<file path="src/rtl/core/fmacl_pkg.sv">
package fmacl_pkg;

    localparam int MAX_RULES_DEF = 16;

    localparam int FUNC_W   = 2;
    localparam int ADDR_W   = 32;
    localparam int PROTO_W  = 8;
    localparam int PORT_W   = 16;
    localparam int FLAGS_W  = 2;
    localparam int IDX_W    = 4;
    localparam int STATUS_W = 2;
    localparam int HELD_W   = 5;

    localparam logic [FUNC_W-1:0] FUNC_LOOKUP = 2'd0;
    localparam logic [FUNC_W-1:0] FUNC_ADD    = 2'd1;
    localparam logic [FUNC_W-1:0] FUNC_DEL    = 2'd2;
    localparam logic [FUNC_W-1:0] FUNC_CLEAR  = 2'd3;

    localparam logic [STATUS_W-1:0] STATUS_OK    = 2'd0;
    localparam logic [STATUS_W-1:0] STATUS_FULL  = 2'd1;
    localparam logic [STATUS_W-1:0] STATUS_RANGE = 2'd2;

    localparam logic [PROTO_W-1:0] PROTO_TCP = 8'd6;
    localparam logic [PROTO_W-1:0] PROTO_UDP = 8'd17;

    typedef struct packed {
        logic                load;
        logic                advance;
        logic                append;
        logic                shift;
        logic                dec;
        logic                clear;
        logic                finish;
        logic                hit;
        logic [STATUS_W-1:0] status;
    } t_cmd;

    typedef struct packed {
        logic [FUNC_W-1:0] func;
        logic              empty;
        logic              full;
        logic              idx_bad;
        logic              idx_last;
        logic              hit;
        logic              last;
    } t_stat;

endpackage

</file>
<file path="src/rtl/core/fmacl_ctrl.sv">
module fmacl_ctrl
    import fmacl_pkg::*;
(
    input  logic  i_clk,
    input  logic  i_rst_n,
    input  logic  i_start,
    input  t_stat i_stat,
    output t_cmd  o_cmd,
    output logic  o_busy
);

    localparam logic [2:0] ST_IDLE   = 3'd0;
    localparam logic [2:0] ST_EXEC   = 3'd1;
    localparam logic [2:0] ST_LK_RD  = 3'd2;
    localparam logic [2:0] ST_LK_CMP = 3'd3;
    localparam logic [2:0] ST_DL_RD  = 3'd4;
    localparam logic [2:0] ST_DL_WR  = 3'd5;

    logic [2:0] r_state;
    logic [2:0] n_state;
    t_cmd       cmd;

    always_comb begin
        n_state = r_state;
        cmd     = '0;
        case (r_state)
            ST_IDLE: begin
                if (i_start) begin
                    cmd.load = 1'b1;
                    n_state  = ST_EXEC;
                end
            end
            ST_EXEC: begin
                case (i_stat.func)
                    FUNC_LOOKUP: begin
                        if (i_stat.empty) begin
                            cmd.finish = 1'b1;
                            n_state    = ST_IDLE;
                        end else begin
                            n_state = ST_LK_RD;
                        end
                    end
                    FUNC_ADD: begin
                        cmd.finish = 1'b1;
                        n_state    = ST_IDLE;
                        if (i_stat.full) begin
                            cmd.status = STATUS_FULL;
                        end else begin
                            cmd.append = 1'b1;
                        end
                    end
                    FUNC_DEL: begin
                        if (i_stat.idx_bad) begin
                            cmd.finish = 1'b1;
                            cmd.status = STATUS_RANGE;
                            n_state    = ST_IDLE;
                        end else if (i_stat.idx_last) begin
                            cmd.dec    = 1'b1;
                            cmd.finish = 1'b1;
                            n_state    = ST_IDLE;
                        end else begin
                            n_state = ST_DL_RD;
                        end
                    end
                    FUNC_CLEAR: begin
                        cmd.clear  = 1'b1;
                        cmd.finish = 1'b1;
                        n_state    = ST_IDLE;
                    end
                    default: begin
                        cmd.finish = 1'b1;
                        n_state    = ST_IDLE;
                    end
                endcase
            end
            ST_LK_RD: begin
                cmd.advance = 1'b1;
                n_state     = ST_LK_CMP;
            end
            ST_LK_CMP: begin
                if (i_stat.hit) begin
                    cmd.finish = 1'b1;
                    cmd.hit    = 1'b1;
                    n_state    = ST_IDLE;
                end else if (i_stat.last) begin
                    cmd.finish = 1'b1;
                    n_state    = ST_IDLE;
                end else begin
                    cmd.advance = 1'b1;
                end
            end
            ST_DL_RD: begin
                cmd.advance = 1'b1;
                n_state     = ST_DL_WR;
            end
            ST_DL_WR: begin
                cmd.shift = 1'b1;
                if (i_stat.last) begin
                    cmd.dec    = 1'b1;
                    cmd.finish = 1'b1;
                    n_state    = ST_IDLE;
                end else begin
                    cmd.advance = 1'b1;
                end
            end
            default: begin
                n_state = ST_IDLE;
            end
        endcase
    end

    always_ff @(posedge i_clk) begin
        if (!i_rst_n) begin
            r_state <= ST_IDLE;
        end else begin
            r_state <= n_state;
        end
    end

    assign o_cmd  = cmd;
    assign o_busy = (r_state != ST_IDLE);

endmodule

</file>
<file path="src/rtl/core/fmacl_dp.sv">
module fmacl_dp
    import fmacl_pkg::*;
#(
    parameter int MAX_RULES = MAX_RULES_DEF
) (
    input  logic                i_clk,
    input  logic                i_rst_n,
    input  t_cmd                i_cmd,
    output t_stat               o_stat,
    input  logic [FUNC_W-1:0]   i_func,
    input  logic [ADDR_W-1:0]   i_src_ip,
    input  logic [ADDR_W-1:0]   i_src_ipmask,
    input  logic [ADDR_W-1:0]   i_dst_ip,
    input  logic [ADDR_W-1:0]   i_dst_ipmask,
    input  logic [PROTO_W-1:0]  i_proto,
    input  logic [PORT_W-1:0]   i_src_port_low,
    input  logic [PORT_W-1:0]   i_src_port_high,
    input  logic [PORT_W-1:0]   i_dst_port_low,
    input  logic [PORT_W-1:0]   i_dst_port_high,
    input  logic [FLAGS_W-1:0]  i_flags,
    input  logic [IDX_W-1:0]    i_index,
    output logic                o_done,
    output logic                o_allow,
    output logic                o_matched,
    output logic [IDX_W-1:0]    o_match_index,
    output logic [STATUS_W-1:0] o_status,
    output logic [HELD_W-1:0]   o_rules_held
);

    localparam int IW = (MAX_RULES > 1) ? $clog2(MAX_RULES) : 1;
    localparam int CW = $clog2(MAX_RULES + 1);
    localparam int XW = CW + IDX_W;
    localparam int HW = CW + HELD_W;

    typedef struct packed {
        logic [ADDR_W-1:0]  src_ip;
        logic [ADDR_W-1:0]  src_ipmask;
        logic [ADDR_W-1:0]  dst_ip;
        logic [ADDR_W-1:0]  dst_ipmask;
        logic [PORT_W-1:0]  sp_lo;
        logic [PORT_W-1:0]  sp_hi;
        logic [PORT_W-1:0]  dp_lo;
        logic [PORT_W-1:0]  dp_hi;
        logic               port_check;
        logic               allow;
        logic [PROTO_W-1:0] proto;
    } t_rule;

    t_rule              r_mem [MAX_RULES];
    t_rule              r_rd_data;
    logic [CW-1:0]      r_ptr;
    logic [CW-1:0]      r_eval_idx;
    logic [CW-1:0]      r_count;
    logic [CW-1:0]      n_count;

    logic [FUNC_W-1:0]  r_func;
    logic [ADDR_W-1:0]  r_sa;
    logic [ADDR_W-1:0]  r_sm;
    logic [ADDR_W-1:0]  r_da;
    logic [ADDR_W-1:0]  r_dm;
    logic [PROTO_W-1:0] r_proto;
    logic [PORT_W-1:0]  r_spl;
    logic [PORT_W-1:0]  r_sph;
    logic [PORT_W-1:0]  r_dpl;
    logic [PORT_W-1:0]  r_dph;
    logic [FLAGS_W-1:0] r_flags;
    logic [IDX_W-1:0]   r_idx;

    logic                r_done;
    logic                r_allow;
    logic                r_matched;
    logic [IDX_W-1:0]    r_mindex;
    logic [STATUS_W-1:0] r_status;
    logic [HELD_W-1:0]   r_held;

    t_rule              new_rule;
    t_rule              wr_data;
    logic [IW-1:0]      wr_addr;
    logic               wr_en;
    logic [CW-1:0]      eval_dec;
    logic [XW-1:0]      idx_ext;
    logic [XW-1:0]      cnt_ext;
    logic [XW-1:0]      idx_inc;
    logic [XW-1:0]      ld_idx_inc;
    logic [HW-1:0]      held_ext;
    logic [XW-1:0]      eval_ext;
    logic               l4_ports;
    logic [PORT_W-1:0]  pkt_sp;
    logic [PORT_W-1:0]  pkt_dp;
    logic               src_ok;
    logic               dst_ok;
    logic               port_ok;
    logic               hit;

    always_comb begin
        new_rule.src_ip      = r_sa;
        new_rule.src_ipmask  = r_sm;
        new_rule.dst_ip      = r_da;
        new_rule.dst_ipmask  = r_dm;
        new_rule.sp_lo       = r_spl;
        new_rule.sp_hi       = r_sph;
        new_rule.dp_lo       = r_dpl;
        new_rule.dp_hi       = r_dph;
        new_rule.port_check  = r_flags[1];
        new_rule.allow       = r_flags[0];
        new_rule.proto       = r_proto;
    end

    assign eval_dec   = r_eval_idx - CW'(1);
    assign idx_ext    = {{CW{1'b0}}, r_idx};
    assign cnt_ext    = {{IDX_W{1'b0}}, r_count};
    assign idx_inc    = idx_ext + XW'(1);
    assign ld_idx_inc = {{CW{1'b0}}, i_index} + XW'(1);

    always_comb begin
        wr_en   = i_cmd.append | i_cmd.shift;
        wr_data = i_cmd.append ? new_rule : r_rd_data;
        wr_addr = i_cmd.append ? r_count[IW-1:0] : eval_dec[IW-1:0];
    end

    assign l4_ports = r_flags[0] && ((r_proto == PROTO_TCP) || (r_proto == PROTO_UDP));
    assign pkt_sp   = l4_ports ? r_spl : '0;
    assign pkt_dp   = l4_ports ? r_dpl : '0;

    always_comb begin
        src_ok  = (r_rd_data.src_ipmask == '0) ||
                  ((r_sa & r_rd_data.src_ipmask) ==
                   (r_rd_data.src_ip & r_rd_data.src_ipmask));
        dst_ok  = (r_rd_data.dst_ipmask == '0) ||
                  ((r_da & r_rd_data.dst_ipmask) ==
                   (r_rd_data.dst_ip & r_rd_data.dst_ipmask));
        port_ok = !r_rd_data.port_check ||
                  (((r_rd_data.proto == '0) || (r_rd_data.proto == r_proto)) &&
                   (pkt_sp >= r_rd_data.sp_lo) && (pkt_sp <= r_rd_data.sp_hi) &&
                   (pkt_dp >= r_rd_data.dp_lo) && (pkt_dp <= r_rd_data.dp_hi));
        hit     = src_ok && dst_ok && port_ok;
    end

    always_comb begin
        o_stat.func     = r_func;
        o_stat.empty    = (r_count == '0);
        o_stat.full     = (r_count >= CW'(MAX_RULES));
        o_stat.idx_bad  = (idx_ext >= cnt_ext);
        o_stat.idx_last = (idx_inc == cnt_ext);
        o_stat.hit      = hit;
        o_stat.last     = (r_eval_idx == (r_count - CW'(1)));
    end

    always_comb begin
        n_count = r_count;
        if (i_cmd.clear) begin
            n_count = '0;
        end else if (i_cmd.append) begin
            n_count = r_count + CW'(1);
        end else if (i_cmd.dec) begin
            n_count = r_count - CW'(1);
        end
    end

    assign held_ext = {{HELD_W{1'b0}}, n_count};
    assign eval_ext = {{IDX_W{1'b0}}, r_eval_idx};

    always_ff @(posedge i_clk) begin
        if (wr_en) begin
            r_mem[wr_addr] <= wr_data;
        end
        if (i_cmd.advance) begin
            r_rd_data <= r_mem[r_ptr[IW-1:0]];
        end
    end

    always_ff @(posedge i_clk) begin
        if (i_cmd.load) begin
            r_func  <= i_func;
            r_sa    <= i_src_ip;
            r_sm    <= i_src_ipmask;
            r_da    <= i_dst_ip;
            r_dm    <= i_dst_ipmask;
            r_proto <= i_proto;
            r_spl   <= i_src_port_low;
            r_sph   <= i_src_port_high;
            r_dpl   <= i_dst_port_low;
            r_dph   <= i_dst_port_high;
            r_flags <= i_flags;
            r_idx   <= i_index;
            if (i_func == FUNC_DEL) begin
                r_ptr <= ld_idx_inc[CW-1:0];
            end else begin
                r_ptr <= '0;
            end
        end else if (i_cmd.advance) begin
            r_ptr      <= r_ptr + CW'(1);
            r_eval_idx <= r_ptr;
        end
        if (i_cmd.finish) begin
            r_allow   <= i_cmd.hit ? r_rd_data.allow : (r_func == FUNC_LOOKUP);
            r_matched <= i_cmd.hit;
            r_mindex  <= i_cmd.hit ? eval_ext[IDX_W-1:0] : '0;
            r_status  <= i_cmd.status;
            r_held    <= held_ext[HELD_W-1:0];
        end
    end

    always_ff @(posedge i_clk) begin
        if (!i_rst_n) begin
            r_count <= '0;
            r_done  <= 1'b0;
        end else begin
            r_count <= n_count;
            r_done  <= i_cmd.finish;
        end
    end

    assign o_done        = r_done;
    assign o_allow       = r_allow;
    assign o_matched     = r_matched;
    assign o_match_index = r_mindex;
    assign o_status      = r_status;
    assign o_rules_held  = r_held;

endmodule

</file>
<file path="src/rtl/core/first_match_packet_acl.sv">
// Lookup compares the held rules in order from index 0 and stops at the first match or after
// the last held rule; an empty table answers without reading a rule.
// Delete at index k below n - 1 of n rules shifts every later rule down by one; deleting the last
// rule, add, clear and errors read no rule. Throughput: one transaction at a time, one rule read
// per cycle. busy drops with the result strobe, so the next transaction is taken then.
// Reset (synchronous, active low) empties the rule table and aborts any transaction.
module first_match_packet_acl
    import fmacl_pkg::*;
#(
    parameter int MAX_RULES = MAX_RULES_DEF
) (
    input  logic                i_clk,
    input  logic                i_rst_n,
    input  logic                start,
    output logic                busy,
    input  logic [FUNC_W-1:0]   i_func,
    input  logic [ADDR_W-1:0]   i_src_ip,
    input  logic [ADDR_W-1:0]   i_src_ipmask,
    input  logic [ADDR_W-1:0]   i_dst_ip,
    input  logic [ADDR_W-1:0]   i_dst_ipmask,
    input  logic [PROTO_W-1:0]  i_proto,
    input  logic [PORT_W-1:0]   i_src_port_low,
    input  logic [PORT_W-1:0]   i_src_port_high,
    input  logic [PORT_W-1:0]   i_dst_port_low,
    input  logic [PORT_W-1:0]   i_dst_port_high,
    input  logic [FLAGS_W-1:0]  i_flags,
    input  logic [IDX_W-1:0]    i_index,
    output logic                o_done,
    output logic                o_allow,
    output logic                o_matched,
    output logic [IDX_W-1:0]    o_match_index,
    output logic [STATUS_W-1:0] o_status,
    output logic [HELD_W-1:0]   o_rules_held
);

    t_cmd  cmd;
    t_stat stat;

    fmacl_ctrl u_ctrl (
        .i_clk   (i_clk),
        .i_rst_n (i_rst_n),
        .i_start (start),
        .i_stat  (stat),
        .o_cmd   (cmd),
        .o_busy  (busy)
    );

    fmacl_dp #(
        .MAX_RULES (MAX_RULES)
    ) u_dp (
        .i_clk           (i_clk),
        .i_rst_n         (i_rst_n),
        .i_cmd           (cmd),
        .o_stat          (stat),
        .i_func          (i_func),
        .i_src_ip        (i_src_ip),
        .i_src_ipmask    (i_src_ipmask),
        .i_dst_ip        (i_dst_ip),
        .i_dst_ipmask    (i_dst_ipmask),
        .i_proto         (i_proto),
        .i_src_port_low  (i_src_port_low),
        .i_src_port_high (i_src_port_high),
        .i_dst_port_low  (i_dst_port_low),
        .i_dst_port_high (i_dst_port_high),
        .i_flags         (i_flags),
        .i_index         (i_index),
        .o_done          (o_done),
        .o_allow         (o_allow),
        .o_matched       (o_matched),
        .o_match_index   (o_match_index),
        .o_status        (o_status),
        .o_rules_held    (o_rules_held)
    );

    a_done_idle: assert property (@(posedge i_clk) disable iff (!i_rst_n)
        o_done |-> !busy)
        else $error("result strobe while busy");

    a_start_busy: assert property (@(posedge i_clk) disable iff (!i_rst_n)
        (start && !busy) |=> (busy && !o_done))
        else $error("accepted transaction did not raise busy");

    a_full_no_match: assert property (@(posedge i_clk) disable iff (!i_rst_n)
        (o_done && (o_status != STATUS_OK)) |-> (!o_matched && !o_allow))
        else $error("error status with lookup verdict");

    a_cmd_excl: assert property (@(posedge i_clk) disable iff (!i_rst_n)
        $onehot0({cmd.append, cmd.dec, cmd.clear}))
        else $error("conflicting rule count updates");

endmodule
</file>
<file path="config.mk">
export PLATFORM = sky130hd
export DESIGN_NAME = first_match_packet_acl
export DESIGN_NICKNAME = d
export VERILOG_FILES = /design/src/rtl/core/fmacl_pkg.sv /design/src/rtl/core/fmacl_ctrl.sv /design/src/rtl/core/fmacl_dp.sv /design/src/rtl/core/first_match_packet_acl.sv
export SDC_FILE = /design/constraint.sdc
export NUM_CORES = 2
export LEC_CHECK = 0
export ABC_AREA = 1
export BUFFER_PORTS_ARGS = -buffer_cell sky130_fd_sc_hd__buf_4
export CAP_MARGIN = 10
export CELL_PAD_IN_SITES_DETAIL_PLACEMENT = 1
export CELL_PAD_IN_SITES_GLOBAL_PLACEMENT = 2
export CORE_MARGIN = 2
export CORE_UTILIZATION = 49
export CTS_CLUSTER_SIZE = 25
export DETAILED_ROUTE_END_ITERATION = 16
export PLACE_DENSITY_LB_ADDON = 0.3
export SLEW_MARGIN = 10
export SYNTH_ARGS = -nofsm -noshare
export SYNTH_HDL_FRONTEND = slang
export SYNTH_SLANG_ARGS = --single-unit
</file>
<file path="constraint.sdc">
create_clock -name i_clk -period 22.4 [get_ports i_clk]
set_clock_uncertainty 0.05 [all_clocks]
set_input_delay 2.24 -clock i_clk [delete_from_list [all_inputs] [get_ports i_clk]]
set_output_delay 2.24 -clock i_clk [all_outputs]
set_load 0.02 [all_outputs]
</file>
==> metrics.cfg <==
[sta]
fin_crit_sh_pct=29.7
finalCriticalPeriod_ns=6.65
hold_viol=0
setup_viol=0
max_slew_margin_pct=11.5
max_freq_ghz=0.150
report.final.slew_viol_count=0
rsz0062_at_grt=false
worst_pin_slew_ns=1.33
setup_tns_ns=0

[cells_and_area]
syn_to_final_growth_pct=12.5
final_common_cell=edfxtp_1
drive_gt1_share_pct=9.64
fin_nets=10600
postLayoutCoreUtil_pct=55.3
layout_common_cells=3,665 x edfxtp_1, 1,863 x nor2_1, 957 x o21ai_0, 942 x nand2_1, 485 x o32ai_1

[route]
wirelength_um=423000
drtIter0Drc=9103
dr_total_vias=89800
drc=0
wl_per_cell_um=29.0
drt_pass1_iterations=6
viasPerCell=6.16
ant_nets=0

[logic_synthesis]
synthTopCellsByArea=edfxtp_1 76%, nor2_1 4.9%, o21ai_0 3.4%
yosysSeqAreaShare_pct=76.5
avgSynthCellArea_um2=14.2
synth_edf_count=3665
synthArstFlopShare_pct=0
synth_area_leader_cell=edfxtp_1
syn_nets=10500
syn_inst=10200
yosysUniqueCellTypes=51
ys_ff_latch=3674
ys_warn_count=0
synth_top_area_share_pct=76.4
netlist_area_mm2=0.144
synthFlopType=edfxtp_1

[placed_design]
portBuffers=225
place_congestion=0.794
dp_hpwl_um=221000

[global_routing]
grt_util_all_layers_pct=27.9
antenna_found_initial=8
overflow=0
grt_pass1_vias=93600
grt_pass1_wl_um=625000
grt_start_max_net_pins=219

[clocking]
cts_sinks=3674
postCtsSetupBuffers=0
cts.htree.levels=5
root_buffer=clkbuf_16
cts_tree=yes
clk_path_buf_depth=4
cts_resized=0
holdBufCountCts=0
clkTransAtPathRegs_ns=0.06
clock_latency_ns=0.97
numCtsBuffers=380

[critical_path]
worstSetupEndpointType=register
crit_type=register to register
cp.arrival_ns=7.39
path_max_fanout=119
cp-start-kind=register
required_ns=23.15

[power]
p_per_area_mw_per_mm2=95.0
power.total_mw=15.4
leakage_nw=53.7
ir_drop_mv=0.0742

[floorplanning]
core_mm2=0.293
row_count=199
initial_core_util_pct=49.1
die_width_um=546
dieArea_mm2=0.298
io_pins=226
die_y_um=546

[outcome]
status=finished clean

[min_path]
hp-class=register to register

[flow_run]
max_cap_violations=0

-- worst max-delay path, cell delays in order, from the launching register on --
cell and delay [ns]:
edfxtp_1 0.51, inv_8 0.55, buf_4 0.85, buf_4 0.91, buf_4 0.81, buf_4 0.80
buf_4 0.89, nor2_1 0.09, o32ai_1 0.31, o211ai_1 0.16, nand3_1 0.16
-- per-layer routing --
metal	routed length, um	track usage, %	up-vias
li1	-	-	38800
met1	181000	39.5	47300
met2	207000	46.3	3132
met3	24800	2.93	596
met4	9880	7.24	0
met5	0	0	-
-- metrics by stage --
| step | instances | hold slack, ns | setup WS [ns] | instance area [um2] |
|---|---|---|---|---|
| 2_1_floorplan | 10200 | 0.374 | 11.69 | 144000 |
| 3_3_place_gp | 13900 | 0.420 | 16.06 | 150000 |
| 3_5_place_dp | 13900 | 0.412 | 15.84 | 150000 |
| 4_1_cts | 14600 | 0.430 | 15.82 | 162000 |
| 5_1_grt | 14600 | 0.440 | 15.41 | 162000 |
| 6_report | 14600 | 0.427 | 15.75 | 162000 |
-- final timing paths --
check                start                 end  slack, ns  cells after the start
max          u_dp.r_ptr[0]  u_dp.r_rd_data[63]      15.75                     10
min          u_dp.r_ptr[4]  u_dp.r_eval_idx[4]       0.43                      0
max reg2reg  u_dp.r_ptr[0]  u_dp.r_rd_data[63]      15.75                     10
min reg2reg  u_dp.r_ptr[4]  u_dp.r_eval_idx[4]       0.43                      0
-- logic make-up (layout without fill, tap and decap cells) --
family,Yosys count,count (layout),share of synthesized area (%)
adders and majority gates,77,77,0.668
buffers and inverters,864,1347,2.41
AOI/OAI and AO/OA,1969,1969,9.15
xor gates and xnor gates,25,25,0.152
muxes,323,323,2.24
other,0,5,0
DFF,3674,3674,76.5
and+or+nand+nor,3246,3246,8.89
-- state kept, by name, indices dropped and copies added, names as in the netlist, 16 cells and up --
name / cells
u_dp.r_spl: 16
u_dp.r_rd_data: 202
u_dp.r_da: 32
u_dp.r_dpl: 16
u_dp.r_sph: 16
u_dp.r_dm: 32
u_dp.r_sm: 32
u_dp.r_dph: 16
u_dp.r_mem: 3232
u_dp.r_sa: 32
-- power by group --
group	leakage (nW)	internal, mW	total [mW]	switching [mW]
clock	5.81	3.47	6.16	2.69
sequential	33.2	7.68	7.73	0.0533
combinational	14.7	0.433	1.52	1.08
-- final cells by class --
type / instances / area [um2]
Clock buffer: 465 / 9890
Inverter: 200 / 793
Multi-Input combinational cell: 5640 / 30600
Antenna cell: 5 / 12.5
Clock inverter: 230 / 2080
Tap cell: 3919 / 4900
Fill cell: 28000 / 131000
Timing Repair Buffer: 452 / 3720
Sequential cell: 3674 / 110000
-- synthesized netlist by cell type (2+ instances only) --
master	count
inv_1	191
o32ai_1	485
a21boi_0	3
edfxtp_1	3665
buf_6	2
ha_1	77
clkbuf_1	457
buf_1	53
nor2_1	1880
o22ai_1	5
o211ai_1	84
nand4_1	11
nand3b_1	4
nor2_2	3
o21ai_1	2
or2_1	2
or2_2	7
xor2_1	18
mux2i_1	323
a211oi_1	5
o221ai_1	324
inv_2	8
dfxtp_1	9
nand3_2	3
nor3_1	19
nor3_2	2
a21oi_1	73
a31oi_1	3
nand3_1	355
nand2_1	942
nor4_1	13
o21ai_0	972
xnor2_1	7
a21o_1	2
buf_2	142
o2bb2ai_1	3
buf_4	10
(Power assumes the default switching activity.)
